===== src/rtl/core/lsc_pkg.sv =====
// lsc_pkg: shared types, codes and the region-code function of the segment clipper
`timescale 1ns / 1ps
package lsc_pkg;

	// widest coordinate the region compare handles
	localparam int CMAX_W = 32;

	// region code bits
	localparam logic [3:0] CODE_LEFT   = 4'b0001;
	localparam logic [3:0] CODE_RIGHT  = 4'b0010;
	localparam logic [3:0] CODE_BOTTOM = 4'b0100;
	localparam logic [3:0] CODE_TOP    = 4'b1000;

	// configuration register indexes
	localparam logic [1:0] REG_LEFT   = 2'd0;
	localparam logic [1:0] REG_RIGHT  = 2'd1;
	localparam logic [1:0] REG_BOTTOM = 2'd2;
	localparam logic [1:0] REG_TOP    = 2'd3;

	// integer part of the window edges after reset
	localparam int RST_EDGE_LO = 50;
	localparam int RST_EDGE_HI = 250;

	typedef enum logic [2:0] {
		BK_IDLE,
		BK_SETUP,
		BK_MUL,
		BK_DIV,
		BK_UPDATE,
		BK_DONE
	} back_state_t;

	// region code of one point against the window
	function automatic logic [3:0] region_code(
		input logic signed [CMAX_W-1:0] x,
		input logic signed [CMAX_W-1:0] y,
		input logic signed [CMAX_W-1:0] l,
		input logic signed [CMAX_W-1:0] r,
		input logic signed [CMAX_W-1:0] b,
		input logic signed [CMAX_W-1:0] t
	);
		logic [3:0] c;
		c = '0;
		if (x < l)
			c = c | CODE_LEFT;
		else if (x > r)
			c = c | CODE_RIGHT;
		if (y < b)
			c = c | CODE_BOTTOM;
		else if (y > t)
			c = c | CODE_TOP;
		return c;
	endfunction

endpackage


===== src/rtl/core/line_segment_clipper.sv =====
// line_segment_clipper: top level of the segment clipper against a register-held window
//
//  channel  | ports                                   | word accepted when
//  ---------+-----------------------------------------+-----------------------
//  segment  | push full start_x start_y end_x end_y   | push && !full
//  result   | pop empty accepted clipped_*            | pop && !empty
//  config   | cfg_we cfg_index cfg_data               | cfg_we
//
// A segment passes a setup step and at most MAX_CLIP_STEPS clip moves, each a setup,
// a multiply, the bit-serial divide of the clipping engine and an update, and then goes
// to the result register once that is free.
// The two-word queue takes new segments while the engine works or the result waits.
// Reset restores the default window and empties queue and result register.
`timescale 1ns / 1ps
module line_segment_clipper #(
	parameter int COORD_WIDTH    = 24,
	parameter int FRACTION_BITS  = 8,
	parameter int MAX_CLIP_STEPS = 4
) (
	input  logic                          clk,
	input  logic                          arst_n,
	input  logic                          push,
	output logic                          full,
	input  logic signed [COORD_WIDTH-1:0] start_x,
	input  logic signed [COORD_WIDTH-1:0] start_y,
	input  logic signed [COORD_WIDTH-1:0] end_x,
	input  logic signed [COORD_WIDTH-1:0] end_y,
	input  logic                          pop,
	output logic                          empty,
	output logic                          accepted,
	output logic signed [COORD_WIDTH-1:0] clipped_start_x,
	output logic signed [COORD_WIDTH-1:0] clipped_start_y,
	output logic signed [COORD_WIDTH-1:0] clipped_end_x,
	output logic signed [COORD_WIDTH-1:0] clipped_end_y,
	input  logic                          cfg_we,
	input  logic [1:0]                    cfg_index,
	input  logic [COORD_WIDTH-1:0]        cfg_data
);
	import lsc_pkg::*;

	localparam int QW = 4 * COORD_WIDTH + 8;
	localparam logic [COORD_WIDTH-1:0] EDGE_LO = COORD_WIDTH'(RST_EDGE_LO << FRACTION_BITS);
	localparam logic [COORD_WIDTH-1:0] EDGE_HI = COORD_WIDTH'(RST_EDGE_HI << FRACTION_BITS);

	logic signed [COORD_WIDTH-1:0] win_l_q, win_r_q, win_b_q, win_t_q;
	logic [QW-1:0] f_word;
	logic [QW-1:0] q_word;
	logic          q_valid;
	logic          q_pop;

	// window registers
	always_ff @(posedge clk or negedge arst_n) begin
		if (!arst_n) begin
			win_l_q <= EDGE_LO;
			win_r_q <= EDGE_HI;
			win_b_q <= EDGE_LO;
			win_t_q <= EDGE_HI;
		end else if (cfg_we) begin
			case (cfg_index)
				REG_LEFT:   win_l_q <= cfg_data;
				REG_RIGHT:  win_r_q <= cfg_data;
				REG_BOTTOM: win_b_q <= cfg_data;
				REG_TOP:    win_t_q <= cfg_data;
				default: ;
			endcase
		end
	end

	lsc_front #(.COORD_WIDTH(COORD_WIDTH)) u_front (
		.start_x(start_x), .start_y(start_y), .end_x(end_x), .end_y(end_y),
		.win_l(win_l_q), .win_r(win_r_q), .win_b(win_b_q), .win_t(win_t_q),
		.word(f_word)
	);

	lsc_queue #(.DATA_W(QW), .DEPTH(2)) u_queue (
		.clk(clk), .arst_n(arst_n),
		.wr_en(push), .wr_data(f_word), .full(full),
		.rd_en(q_pop), .valid(q_valid), .rd_data(q_word)
	);

	lsc_back #(.COORD_WIDTH(COORD_WIDTH), .MAX_CLIP_STEPS(MAX_CLIP_STEPS)) u_back (
		.clk(clk), .arst_n(arst_n),
		.win_l(win_l_q), .win_r(win_r_q), .win_b(win_b_q), .win_t(win_t_q),
		.q_valid(q_valid), .q_word(q_word), .q_pop(q_pop),
		.pop(pop), .empty(empty), .accepted(accepted),
		.clipped_start_x(clipped_start_x), .clipped_start_y(clipped_start_y),
		.clipped_end_x(clipped_end_x), .clipped_end_y(clipped_end_y)
	);

endmodule


===== src/rtl/core/lsc_front.sv =====
// lsc_front: region coding of both endpoints and packing of the queue word
`timescale 1ns / 1ps
module lsc_front #(
	parameter int COORD_WIDTH = 24
) (
	input  logic signed [COORD_WIDTH-1:0] start_x,
	input  logic signed [COORD_WIDTH-1:0] start_y,
	input  logic signed [COORD_WIDTH-1:0] end_x,
	input  logic signed [COORD_WIDTH-1:0] end_y,
	input  logic signed [COORD_WIDTH-1:0] win_l,
	input  logic signed [COORD_WIDTH-1:0] win_r,
	input  logic signed [COORD_WIDTH-1:0] win_b,
	input  logic signed [COORD_WIDTH-1:0] win_t,
	output logic [4*COORD_WIDTH+7:0]      word
);
	import lsc_pkg::*;

	logic [3:0] c1;
	logic [3:0] c2;

	// classify both endpoints
	always_comb begin
		c1 = region_code(CMAX_W'(start_x), CMAX_W'(start_y), CMAX_W'(win_l),
			CMAX_W'(win_r), CMAX_W'(win_b), CMAX_W'(win_t));
		c2 = region_code(CMAX_W'(end_x), CMAX_W'(end_y), CMAX_W'(win_l),
			CMAX_W'(win_r), CMAX_W'(win_b), CMAX_W'(win_t));
	end

	assign word = {c2, c1, end_y, end_x, start_y, start_x};

endmodule


===== src/rtl/core/lsc_queue.sv =====
// lsc_queue: short register queue between the front and the clipping engine
`timescale 1ns / 1ps
module lsc_queue #(
	parameter int DATA_W = 104,
	parameter int DEPTH  = 2
) (
	input  logic              clk,
	input  logic              arst_n,
	input  logic              wr_en,
	input  logic [DATA_W-1:0] wr_data,
	output logic              full,
	input  logic              rd_en,
	output logic              valid,
	output logic [DATA_W-1:0] rd_data
);
	localparam int PW = (DEPTH > 1) ? $clog2(DEPTH) : 1;
	localparam int NW = $clog2(DEPTH + 1);

	logic [DATA_W-1:0] mem_q [DEPTH];
	logic [PW-1:0]     wr_ptr_q;
	logic [PW-1:0]     rd_ptr_q;
	logic [NW-1:0]     count_q;
	logic              do_wr;
	logic              do_rd;

	assign full    = (count_q == NW'(DEPTH));
	assign valid   = (count_q != '0);
	assign do_wr   = wr_en && !full;
	assign do_rd   = rd_en && valid;
	assign rd_data = mem_q[rd_ptr_q];

	// storage
	always_ff @(posedge clk) begin
		if (do_wr)
			mem_q[wr_ptr_q] <= wr_data;
	end

	// pointers and fill count
	always_ff @(posedge clk or negedge arst_n) begin
		if (!arst_n) begin
			wr_ptr_q <= '0;
			rd_ptr_q <= '0;
			count_q  <= '0;
		end else begin
			if (do_wr)
				wr_ptr_q <= (wr_ptr_q == PW'(DEPTH - 1)) ? '0 : wr_ptr_q + 1'b1;
			if (do_rd)
				rd_ptr_q <= (rd_ptr_q == PW'(DEPTH - 1)) ? '0 : rd_ptr_q + 1'b1;
			if (do_wr && !do_rd)
				count_q <= count_q + 1'b1;
			else if (do_rd && !do_wr)
				count_q <= count_q - 1'b1;
		end
	end

endmodule


===== src/rtl/core/lsc_back.sv =====
// lsc_back: clipping engine with a shared multiplier, bit-serial divider and result register
`timescale 1ns / 1ps
module lsc_back #(
	parameter int COORD_WIDTH    = 24,
	parameter int MAX_CLIP_STEPS = 4
) (
	input  logic                          clk,
	input  logic                          arst_n,
	input  logic signed [COORD_WIDTH-1:0] win_l,
	input  logic signed [COORD_WIDTH-1:0] win_r,
	input  logic signed [COORD_WIDTH-1:0] win_b,
	input  logic signed [COORD_WIDTH-1:0] win_t,
	input  logic                          q_valid,
	input  logic [4*COORD_WIDTH+7:0]      q_word,
	output logic                          q_pop,
	input  logic                          pop,
	output logic                          empty,
	output logic                          accepted,
	output logic signed [COORD_WIDTH-1:0] clipped_start_x,
	output logic signed [COORD_WIDTH-1:0] clipped_start_y,
	output logic signed [COORD_WIDTH-1:0] clipped_end_x,
	output logic signed [COORD_WIDTH-1:0] clipped_end_y
);
	import lsc_pkg::*;

	localparam int W  = COORD_WIDTH;
	localparam int CW = $clog2(2 * W);
	localparam int SW = $clog2(MAX_CLIP_STEPS + 1);

	back_state_t state_q, state_d;

	logic signed [W-1:0] x1_q, y1_q, x2_q, y2_q;
	logic [3:0]          c1_q, c2_q;
	logic [SW-1:0]       step_q;

	// operands of one clip move
	logic signed [W-1:0] p_q, fix_q;
	logic [W-1:0]        a_q, b_q, den_q;
	logic                neg_q, fix_y_q, upd_start_q;

	logic [2*W-1:0]      div_q;
	logic [W-1:0]        rem_q;
	logic [CW-1:0]       cnt_q;

	logic                out_valid_q;
	logic                out_free;
	logic                out_load;
	logic                finish;

	// setup terms
	logic [3:0]            co;
	logic signed [W:0]     dp, num, den;
	logic signed [W-1:0]   p_sel, fix_sel;
	logic                  fix_y_sel;
	logic [W:0]            dp_m, num_m, den_m;

	// divider step
	logic [W:0]            rem_sh;
	logic                  q_bit;

	// update terms
	logic [2*W-1:0]        qv;
	logic signed [2*W+1:0] sum;
	logic                  fits;
	logic signed [W-1:0]   res;
	logic signed [W-1:0]   nx, ny;
	logic [3:0]            nc;

	assign out_free = !out_valid_q || pop;
	assign finish = ((c1_q == '0) && (c2_q == '0)) || ((c1_q & c2_q) != '0)
		|| (step_q == SW'(MAX_CLIP_STEPS));

	// edge choice for the outside endpoint, priority top, bottom, right, left
	always_comb begin
		co = (c1_q != '0) ? c1_q : c2_q;
		if ((co & CODE_TOP) != '0) begin
			p_sel = x1_q; fix_sel = win_t; fix_y_sel = 1'b1;
			dp = (W+1)'(x2_q) - (W+1)'(x1_q);
			num = (W+1)'(win_t) - (W+1)'(y1_q);
			den = (W+1)'(y2_q) - (W+1)'(y1_q);
		end else if ((co & CODE_BOTTOM) != '0) begin
			p_sel = x1_q; fix_sel = win_b; fix_y_sel = 1'b1;
			dp = (W+1)'(x2_q) - (W+1)'(x1_q);
			num = (W+1)'(win_b) - (W+1)'(y1_q);
			den = (W+1)'(y2_q) - (W+1)'(y1_q);
		end else if ((co & CODE_RIGHT) != '0) begin
			p_sel = y1_q; fix_sel = win_r; fix_y_sel = 1'b0;
			dp = (W+1)'(y2_q) - (W+1)'(y1_q);
			num = (W+1)'(win_r) - (W+1)'(x1_q);
			den = (W+1)'(x2_q) - (W+1)'(x1_q);
		end else begin
			p_sel = y1_q; fix_sel = win_l; fix_y_sel = 1'b0;
			dp = (W+1)'(y2_q) - (W+1)'(y1_q);
			num = (W+1)'(win_l) - (W+1)'(x1_q);
			den = (W+1)'(x2_q) - (W+1)'(x1_q);
		end
		dp_m  = dp[W]  ? (W+1)'(-dp)  : (W+1)'(dp);
		num_m = num[W] ? (W+1)'(-num) : (W+1)'(num);
		den_m = den[W] ? (W+1)'(-den) : (W+1)'(den);
	end

	// one restoring division step
	always_comb begin
		rem_sh = {rem_q, div_q[2*W-1]};
		q_bit  = (rem_sh >= {1'b0, den_q});
	end

	// apply the quotient, saturate and recode the moved point
	always_comb begin
		qv  = (den_q == '0) ? '0 : div_q;
		sum = neg_q ? (2*W+2)'(p_q) - signed'({2'b00, qv})
			: (2*W+2)'(p_q) + signed'({2'b00, qv});
		fits = (sum[2*W+1:W-1] == '0) || (sum[2*W+1:W-1] == '1);
		if (fits)
			res = sum[W-1:0];
		else
			res = sum[2*W+1] ? {1'b1, {(W-1){1'b0}}} : {1'b0, {(W-1){1'b1}}};
		nx = fix_y_q ? res : fix_q;
		ny = fix_y_q ? fix_q : res;
		nc = region_code(CMAX_W'(nx), CMAX_W'(ny), CMAX_W'(win_l),
			CMAX_W'(win_r), CMAX_W'(win_b), CMAX_W'(win_t));
	end

	// next state
	always_comb begin
		state_d = state_q;
		case (state_q)
			BK_IDLE:   if (q_valid) state_d = BK_SETUP;
			BK_SETUP:  state_d = finish ? BK_DONE : BK_MUL;
			BK_MUL:    state_d = BK_DIV;
			BK_DIV:    if (cnt_q == CW'(2 * W - 1)) state_d = BK_UPDATE;
			BK_UPDATE: state_d = BK_SETUP;
			BK_DONE:   if (out_free) state_d = BK_IDLE;
			default:   state_d = BK_IDLE;
		endcase
	end

	// state outputs
	always_comb begin
		q_pop    = (state_q == BK_IDLE) && q_valid;
		out_load = (state_q == BK_DONE) && out_free;
	end

	always_ff @(posedge clk or negedge arst_n) begin
		if (!arst_n)
			state_q <= BK_IDLE;
		else
			state_q <= state_d;
	end

	// segment, operands and divider
	always_ff @(posedge clk) begin
		case (state_q)
			BK_IDLE: begin
				if (q_valid) begin
					{c2_q, c1_q, y2_q, x2_q, y1_q, x1_q} <= q_word;
					step_q <= '0;
				end
			end
			BK_SETUP: begin
				p_q         <= p_sel;
				fix_q       <= fix_sel;
				fix_y_q     <= fix_y_sel;
				a_q         <= dp_m[W-1:0];
				b_q         <= num_m[W-1:0];
				den_q       <= den_m[W-1:0];
				neg_q       <= dp[W] ^ num[W] ^ den[W];
				upd_start_q <= (c1_q != '0);
			end
			BK_MUL: begin
				div_q <= (2*W)'(a_q) * (2*W)'(b_q);
				rem_q <= '0;
				cnt_q <= '0;
			end
			BK_DIV: begin
				rem_q <= q_bit ? W'(rem_sh - {1'b0, den_q}) : rem_sh[W-1:0];
				div_q <= {div_q[2*W-2:0], q_bit};
				cnt_q <= cnt_q + 1'b1;
			end
			BK_UPDATE: begin
				if (upd_start_q) begin
					x1_q <= nx; y1_q <= ny; c1_q <= nc;
				end else begin
					x2_q <= nx; y2_q <= ny; c2_q <= nc;
				end
				step_q <= step_q + 1'b1;
			end
			default: ;
		endcase
	end

	// result register
	always_ff @(posedge clk or negedge arst_n) begin
		if (!arst_n)
			out_valid_q <= 1'b0;
		else if (out_load)
			out_valid_q <= 1'b1;
		else if (pop)
			out_valid_q <= 1'b0;
	end

	always_ff @(posedge clk) begin
		if (out_load) begin
			if ((c1_q == '0) && (c2_q == '0)) begin
				accepted        <= 1'b1;
				clipped_start_x <= x1_q;
				clipped_start_y <= y1_q;
				clipped_end_x   <= x2_q;
				clipped_end_y   <= y2_q;
			end else begin
				accepted        <= 1'b0;
				clipped_start_x <= '0;
				clipped_start_y <= '0;
				clipped_end_x   <= '0;
				clipped_end_y   <= '0;
			end
		end
	end

	assign empty = !out_valid_q;

endmodule


===== config.mk =====
export PLATFORM = sky130hd
export DESIGN_NAME = line_segment_clipper
export DESIGN_NICKNAME = d
export VERILOG_FILES = /design/src/rtl/core/lsc_pkg.sv /design/src/rtl/core/line_segment_clipper.sv /design/src/rtl/core/lsc_front.sv /design/src/rtl/core/lsc_queue.sv /design/src/rtl/core/lsc_back.sv
export SDC_FILE = /design/constraint.sdc
export NUM_CORES = 2
export LEC_CHECK = 0
export BUFFER_PORTS_ARGS = -buffer_cell sky130_fd_sc_hd__buf_4
export CORE_AREA = 5 5 330 462
export DETAILED_ROUTE_END_ITERATION = 6
export DIE_AREA = 0 0 335 467
export GPL_TIMING_DRIVEN = 0
export PLACE_DENSITY = 0.7
export SYNTH_ARGS = -nofsm -noshare
export SYNTH_HDL_FRONTEND = slang
export SYNTH_SLANG_ARGS = --single-unit

===== constraint.sdc =====
create_clock -name clk -period 10.15 [get_ports clk]
set_input_delay 2.03 -clock clk [delete_from_list [all_inputs] [get_ports clk]]
set_output_delay 2.03 -clock clk [all_outputs]
set_load 0.02 [all_outputs]

After elaboration in Yosys (flattened, before gate mapping). Memory sizes are Yosys's and may differ from the RTL's. Index checks and enable logic that the tools add are counted.

RAM bits: 208. Word-level logic and storage cells: 194. ROM bits: 0. Latch bits: 0. Input bits: 127. Bits in registers: 509. Memories kept: 1.

Memories: u_queue.mem_q (words 2, width 104, read ports 1, clocked after memory_dff 0, wr ports 1, RTL line lsc_queue.sv:19) `logic [DATA_W-1:0] mem_q [DEPTH];`.

Magnitude comparators: 13. Multiplexer cells: 73. Shifts and indexed selects: 0. Add/subtract/negate cells: 18. Eq/ne operators: 17. Reduce and logical (&&, ||, !) cells: 36. Multipliers: 1. Div/mod/pow operators: 0. Bitwise operators: 3.

Operators by type and width (count): two-way mux 24 bit (21); one-hot mux 24 bit (2 select lines) (5); two-way mux 25 bit (7); subtractor 24 x 24 -> 25 bit (6); > comparator 24 bit (6); < comparator 24 bit (6); one-hot mux 48 bit (2 select lines) (1); negation 24 bit (3); two-way mux 4 bit (13); adder 24 x 49 -> 50 bit (1); two-way mux 50 bit (1); subtractor 24 x 49 -> 50 bit (1); multiplier 24 x 24 -> 48 bit (1); two-way mux 48 bit (1); equality test 27 bit (second input constant) (1); zero test 27 bit (1); >= comparator 25 x 24 -> 1 bit (1); zero test 24 bit (1); subtractor 24 bit (1); one-hot mux 3 bit (6 select lines) (1); one-hot mux 4 bit (2 select lines) (2); two-way mux 3 bit (5); two-way mux 2 bit (6); one-hot mux 6 bit (2 select lines) (1); other kinds (27) (68).

Depth between registers and ports, before layout.
Depth in word-level cells: 15. Gate-level depth with buffers: 45. Depth with buffers taken out: 40.

Hierarchy. Synthesis repeated with hierarchy kept, for this count alone.

Cell total of the unflattened synthesis: 7160. Area total of the unflattened synthesis: 68921.1 sq um.

Modules (own cells, without submodules): lsc_back (area an instance 52250.1 sq um, sequential area each 12261.8 sq um, instances 1, cells an instance 5936); lsc_queue (area an instance 7953.9 sq um, sequential area each 6346.1 sq um, instances 1, cells an instance 343); lsc_front (area an instance 5097.4 sq um, sequential area each 0.0 sq um, instances 1, cells an instance 677); line_segment_clipper (area an instance 3619.7 sq um, sequential area each 2424.8 sq um, instances 1, cells an instance 204).

Worst setup path before layout. No wires, ideal clock.

Path type: register -> register. From: register u_back.den_q[1]. To: register u_back.c1_q[1], data pin. Cell stages (with the launch flop): 45. Data arrival time: 8362 ps. Library setup time: 270 ps. Data required time: 9880 ps. Setup slack: 1518 ps. Buffers on the path: 4. Cell sequence: edfxtp_1 > nor4_1 > nand4_1 > or2_2 > clkbuf_1 > clkbuf_1 > nand2_1 > ha_1 > o21ai_0 > a21o_1 > nor2_1 > a21boi_0 > nor2_1 > or3_1 > nand3_1 > ha_1 > clkbuf_1 > a21o_1 > [... 9 more ...] > buf_4 > mux2_2 > a21oi_1 > ha_1 > a21o_1 > a21oi_1 > nor2b_1 > o21ai_0 > nand2b_1 > a21oi_1 > nor2b_1 > o21ai_0 > nand2b_1 > a221o_1 > nand2_1 > a31oi_1 > mux2i_1 > o22ai_1.

Word-level cells in the longest chain between the ends: 15.

Ends and longest elaborated chain: from (decl) (RTL line lsc_back.sv:38) `logic [W-1:0] a_q, b_q, den_q;`; from (signal assigned) (RTL line lsc_back.sv:166) `den_q <= den_m[W-1:0];`; zero test 24 bit (*) (RTL line lsc_back.sv:110) `qv = (den_q == '0) ? '0 : div_q;`; two-way mux 48 bit (*) (RTL line lsc_back.sv:110); adder 24 x 49 -> 50 bit / subtractor 24 x 49 -> 50 bit (equally long branches) (RTL line lsc_back.sv:112, lsc_back.sv:111); two-way mux 50 bit (*) (RTL line lsc_back.sv:111) `sum = neg_q ? (2*W+2)'(p_q) - signed'({2'b00, qv})`; equality test 27 bit / zero test 27 bit (equally long branches) (RTL line lsc_back.sv:113) `fits = (sum[2*W+1:W-1] == '0) || (sum[2*W+1:W-1] == '1);`; logical OR 1 bit (RTL line lsc_back.sv:113); two-way mux 24 bit (*) (RTL line lsc_back.sv:114) `if (fits)`; two-way mux 24 bit (RTL line lsc_back.sv:118) `nx = fix_y_q ? res : fix_q;`; > comparator 24 bit (RTL line lsc_pkg.sv:46) `else if (x > r)`; two-way mux 2 bit (RTL line lsc_pkg.sv:46); two-way mux 4 bit (RTL line lsc_pkg.sv:44) `if (x < l)`; two-way mux 4 bit (RTL line lsc_pkg.sv:50) `else if (y > t)`; two-way mux 4 bit (*) (RTL line lsc_pkg.sv:48) `if (y < b)`; two-way mux 4 bit (*) (RTL line lsc_back.sv:181) `if (upd_start_q) begin`; one-hot mux 4 bit (2 select lines) (*) (RTL line lsc_back.sv:153) `case (state_q)`; to (signal assigned) (RTL line lsc_back.sv:156) `{c2_q, c1_q, y2_q, x2_q, y1_q, x1_q} <= q_word;`; to (signal assigned) (RTL line lsc_back.sv:182) `x1_q <= nx; y1_q <= ny; c1_q <= nc;`; to (decl) (RTL line lsc_back.sv:33) `logic [3:0] c1_q, c2_q;`.

Every way passes the cells marked *; elsewhere a longest branch is shown, timed or not. The select of a mux whose other input is x is not followed. A chain may end at the register's enable or synchronous reset.

Final worst setup path.
From: register u_back.den_q[1]. To: register u_back.c2_q[3], data pin.

Word-level cells in the longest chain between the ends: 13.

Ends and longest elaborated chain: zero test 24 bit (*) (RTL line lsc_back.sv:110); two-way mux 48 bit (*) (RTL line lsc_back.sv:110); adder 24 x 49 -> 50 bit / subtractor 24 x 49 -> 50 bit (equally long branches) (RTL line lsc_back.sv:112, lsc_back.sv:111); two-way mux 50 bit (*) (RTL line lsc_back.sv:111); equality test 27 bit / zero test 27 bit (equally long branches) (RTL line lsc_back.sv:113); logical OR 1 bit (RTL line lsc_back.sv:113); two-way mux 24 bit (*) (RTL line lsc_back.sv:114); two-way mux 24 bit (*) (RTL line lsc_back.sv:119) `ny = fix_y_q ? fix_q : res;`; > comparator 24 bit (RTL line lsc_pkg.sv:50); two-way mux 4 bit (RTL line lsc_pkg.sv:50); two-way mux 4 bit (*) (RTL line lsc_pkg.sv:48); two-way mux 4 bit (*) (RTL line lsc_back.sv:181); one-hot mux 4 bit (2 select lines) (*) (RTL line lsc_back.sv:153); to (signal assigned) (RTL line lsc_back.sv:156); to (signal assigned) (RTL line lsc_back.sv:184) `x2_q <= nx; y2_q <= ny; c2_q <= nc;`; to (decl) (RTL line lsc_back.sv:33).

Marked as above.

==> out/summary.md <==
## Status
• result of the run: finished with violations
• violations in the final reports: max-capacitance violations, max-slew violations

## Clocking
• Clock Sink Count: 717
• clock transition at the registers of the reported paths: 70 ps
• hold-fix buffers at CTS: 0
• CTS Root Buffer Type: clkbuf_16
• CTS tree: built
• maximum level of the CTS H-tree: 3
• number of buffers created by CTS: 69
• worst skew pair latency: 710 ps
• Max clock buf depth: 3

## Drt
• number of remaining DRC errors: 0
• average detailed-routed wire length per instance: 27.95 microns
• vias per cell: 5.922
• detailed-routing iteration count for the pre-antenna-repair pass: 6
• wirelength, routed: 253.6 mm
• antenna violation net count after detailed routing: 0
• first-iteration detailed-routing DRC count: 4390
• vias: 53737

## Yosys
• most frequently used flop master after synthesis: edfxtp_1
• number of flops mapped to enable cells by yosys: 613
• flip-flop and latch count after synthesis: 717
• dominant cell type by area after synthesis: edfxtp_1
• Synth Net Count: 8031
• cell area after synthesis: 66100 sq um
• Netlist cell types: 98
• async set-reset flop share out of synthesis: 0.1450
• count of warnings emitted by yosys: 0
• top area cells in the synthesized netlist: edfxtp_1 (28%), fa_1 (15%), ha_1 (12%)
• Avg Cell Area, Syn: 9.781 sq um
• sequential-to-total area share from yosys stat: 0.3182
• area share of the leading cell type in the synthesized netlist: 0.2785
• most repeated cell in the gate-level netlist after synthesis: inv_1
• Commonest cells post-synth: inv_1 (759), nand2_1 (752), ha_1 (657)
• Synth Instances: 6758

## Floorplan
• DIE AREA: 156400 sq um
• Std-Cell Core Area: 147500 sq um
• initial core utilization: 0.4481
• count of boundary I/O pins: 226
• horizontal die dimension: 335 microns
• row count: 167
• Die Y-Extent: 467 microns

## Worst setup path
• Critical Path Most Common Cell: nand2_1
• Worst Reg2Reg Path Length in Cells: 41
• worst-path fanout max: 10
• CP peak stage delay: 560 ps
• arrival time worst endpoint: 10480 ps
• type of origin of the critical path: flop
• critical path required time: 10650 ps
• cell at the slowest stage of the critical path: or4_4
• endpoint class of the critical path: flop
• capture point of the worst reg-to-reg path: u_back.c2_q[3]$_DFFE_PP_
• origin of the critical flop-to-flop path: u_back.den_q[1]$_DFFE_PN_
• worst setup path class: flop to flop
• reg2reg setup slack: 170 ps

## Global route
• via count of the first global-routing pass: 55783
• total global routing overflow: 0
• total routing resource utilization after global routing: 0.3185
• first-pass GRT wire length: 364.5 mm
• pin count of the biggest net entering global routing: 61
• antenna violations before repair: 18

## Timing
• worst rel slew slack: -0.003753
• clock period minus final worst setup slack: 9977 ps
• hold violation total from the final report: 0
• crit share post-route: 0.9830
• final setup violation count: 0
• Total Neg Setup Slack: 0 ps
• worst-case clock skew: 30.20 ps
• Achievable Freq: 100.2 MHz
• final worst hold slack: 506.0 ps
• transition at the pin with the smallest max-transition slack: 1506 ps
• count of pins over their slew limit: 10

## Hold path
• number of cells traversed by the worst hold path: 1
• min-delay src: u_queue.count_q[1]$_DFFE_PN0P_
• class of the worst hold path: flop to flop
• destination of the worst hold path: u_queue.count_q[1]$_DFFE_PN0P_

## Finish
• share of final-layout standard cells stronger than drive strength 1: 0.08787
• Area Growth Syn to Fin: 11.02%
• non-filler instance count after layout: 9074
• post-layout net count: 8344
• flip-flop count of the largest register, all copies and words added: 208
• Top Registers: u_queue.mem_q x208, u_back.div_q x48
• register with the highest flop count: u_queue.mem_q

## Placed design
• GPL Wtd Cong: 1.049
• Cells after DPL: 8940
• HPWL Detailed: 210.5 mm
• # port buffers: 225

## Flow run
• # Max-Cap Violations: 2

-- cell families after synthesis --
logic type / count (synthesis) / share of synthesized area
buffers and inverters: 1029 / 0.05896
DFF: 717 / 0.3182
AOI/OAI and AO/OA: 1285 / 0.1202
and+or+nand+nor: 1992 / 0.1441
muxes: 297 / 0.04734
xor gates and xnor gates: 292 / 0.03869
adders and majority gates: 1146 / 0.2725
-- worst max path at each step --
stage | slack, ps | to | start
detailed placement | -2380 | u_back.c1_q[1]$_DFFE_PP_ | u_back.den_q[18]$_DFFE_PN_
CTS | 7 | u_back.c2_q[3]$_DFFE_PP_ | u_back.den_q[18]$_DFFE_PN_
floorplan | 1520 | u_back.c1_q[1]$_DFFE_PP_ | u_back.den_q[1]$_DFFE_PN_
global route | -30 | u_back.c1_q[1]$_DFFE_PP_ | u_back.den_q[18]$_DFFE_PN_
global placement | -2380 | u_back.c1_q[1]$_DFFE_PP_ | u_back.den_q[1]$_DFFE_PN_
finish | 170 | u_back.c2_q[3]$_DFFE_PP_ | u_back.den_q[1]$_DFFE_PN_
-- cell usage in the layout, fill, tap and decap left out, drive strengths merged, types with 18 or more instances in the layout --
| cell | count |
|---|---|
| inv | 763 |
| nand2 | 752 |
| ha | 657 |
| edfxtp | 613 |
| fa | 489 |
| a21oi | 456 |
| nor2 | 356 |
| o21ai | 311 |
| clkbuf | 296 |
| buf | 292 |
| and2 | 261 |
| mux2i | 178 |
| xnor2 | 173 |
| a21o | 142 |
| nor3 | 128 |
| xor2 | 119 |
| mux2 | 119 |
| nand3 | 92 |
| dfrtp | 86 |
| nand2b | 82 |
| nor2b | 80 |
| nand4 | 74 |
| a31oi | 54 |
| and3 | 46 |
| o211ai | 38 |
| o21a | 36 |
| or3 | 35 |
| nor4 | 33 |
| a211oi | 30 |
| o31ai | 28 |
| o21bai | 26 |
| clkinv | 24 |
| a21boi | 23 |
| dfstp | 18 |
-- area by class of cell --
type	instances	area, sq um
fill	13660	74130
clock buffer	77	1819
clock inverter	47	634.4
timing repair buffer	248	2076
sequential	717	21030
tap	1943	2431
antenna	7	17.52
inverter	760	2853
buffer	263	1035
multi-input combinational	5012	41490
-- worst max-delay path, delay by kind of cell (launching register included) --
| kind | cells | cell delay (ps) |
|---|---|---|
| AND/OR/NAND/NOR | 18 | 3510 |
| adder cells (fa/ha/maj) | 3 | 730 |
| AO/OA/AOI/OAI | 11 | 2350 |
| multiplexers | 2 | 860 |
| buffers and inverters | 4 | 810 |
| XOR/XNOR | 3 | 1050 |
| flip-flops | 1 | 440 |
-- per-layer routing --
| metal | global-route usage | routed length, microns | share of wire | vias to the layer above |
|---|---|---|---|---|
| met1 | 0.3255 | 83610 | 0.33 | 26386 |
| met2 | 0.5476 | 122000 | 0.48 | 2445 |
| li1 | - | - | - | 23978 |
| met4 | 0.3067 | 31470 | 0.12 | 6 |
| met3 | 0.05260 | 16480 | 0.065 | 922 |
| met5 | 0 | 40 | 0.00016 | - |
-- repair_timing --
action | 4_1_cts | 5_1_grt
gates resized for setup | 34 | 52
endpoints found under the setup margin | 22 | 9
buffers inserted | 5 | 3
pin swaps | 3 | 5
-- per-stage QoR --
step                      worst slack [ps]  utilization  cell area (sq um)
final                                172.8       0.4975              73380
after global routing                -27.16       0.4974              73370
after CTS                            6.654       0.4961              73180
after detailed placement             -2378       0.4784              70580
after global placement               -2381       0.4760              70220
after floorplan                       1518            -              66100
Power is not shown: default switching activity piles up to over one toggle a cycle in this logic, so the estimate is an artifact.
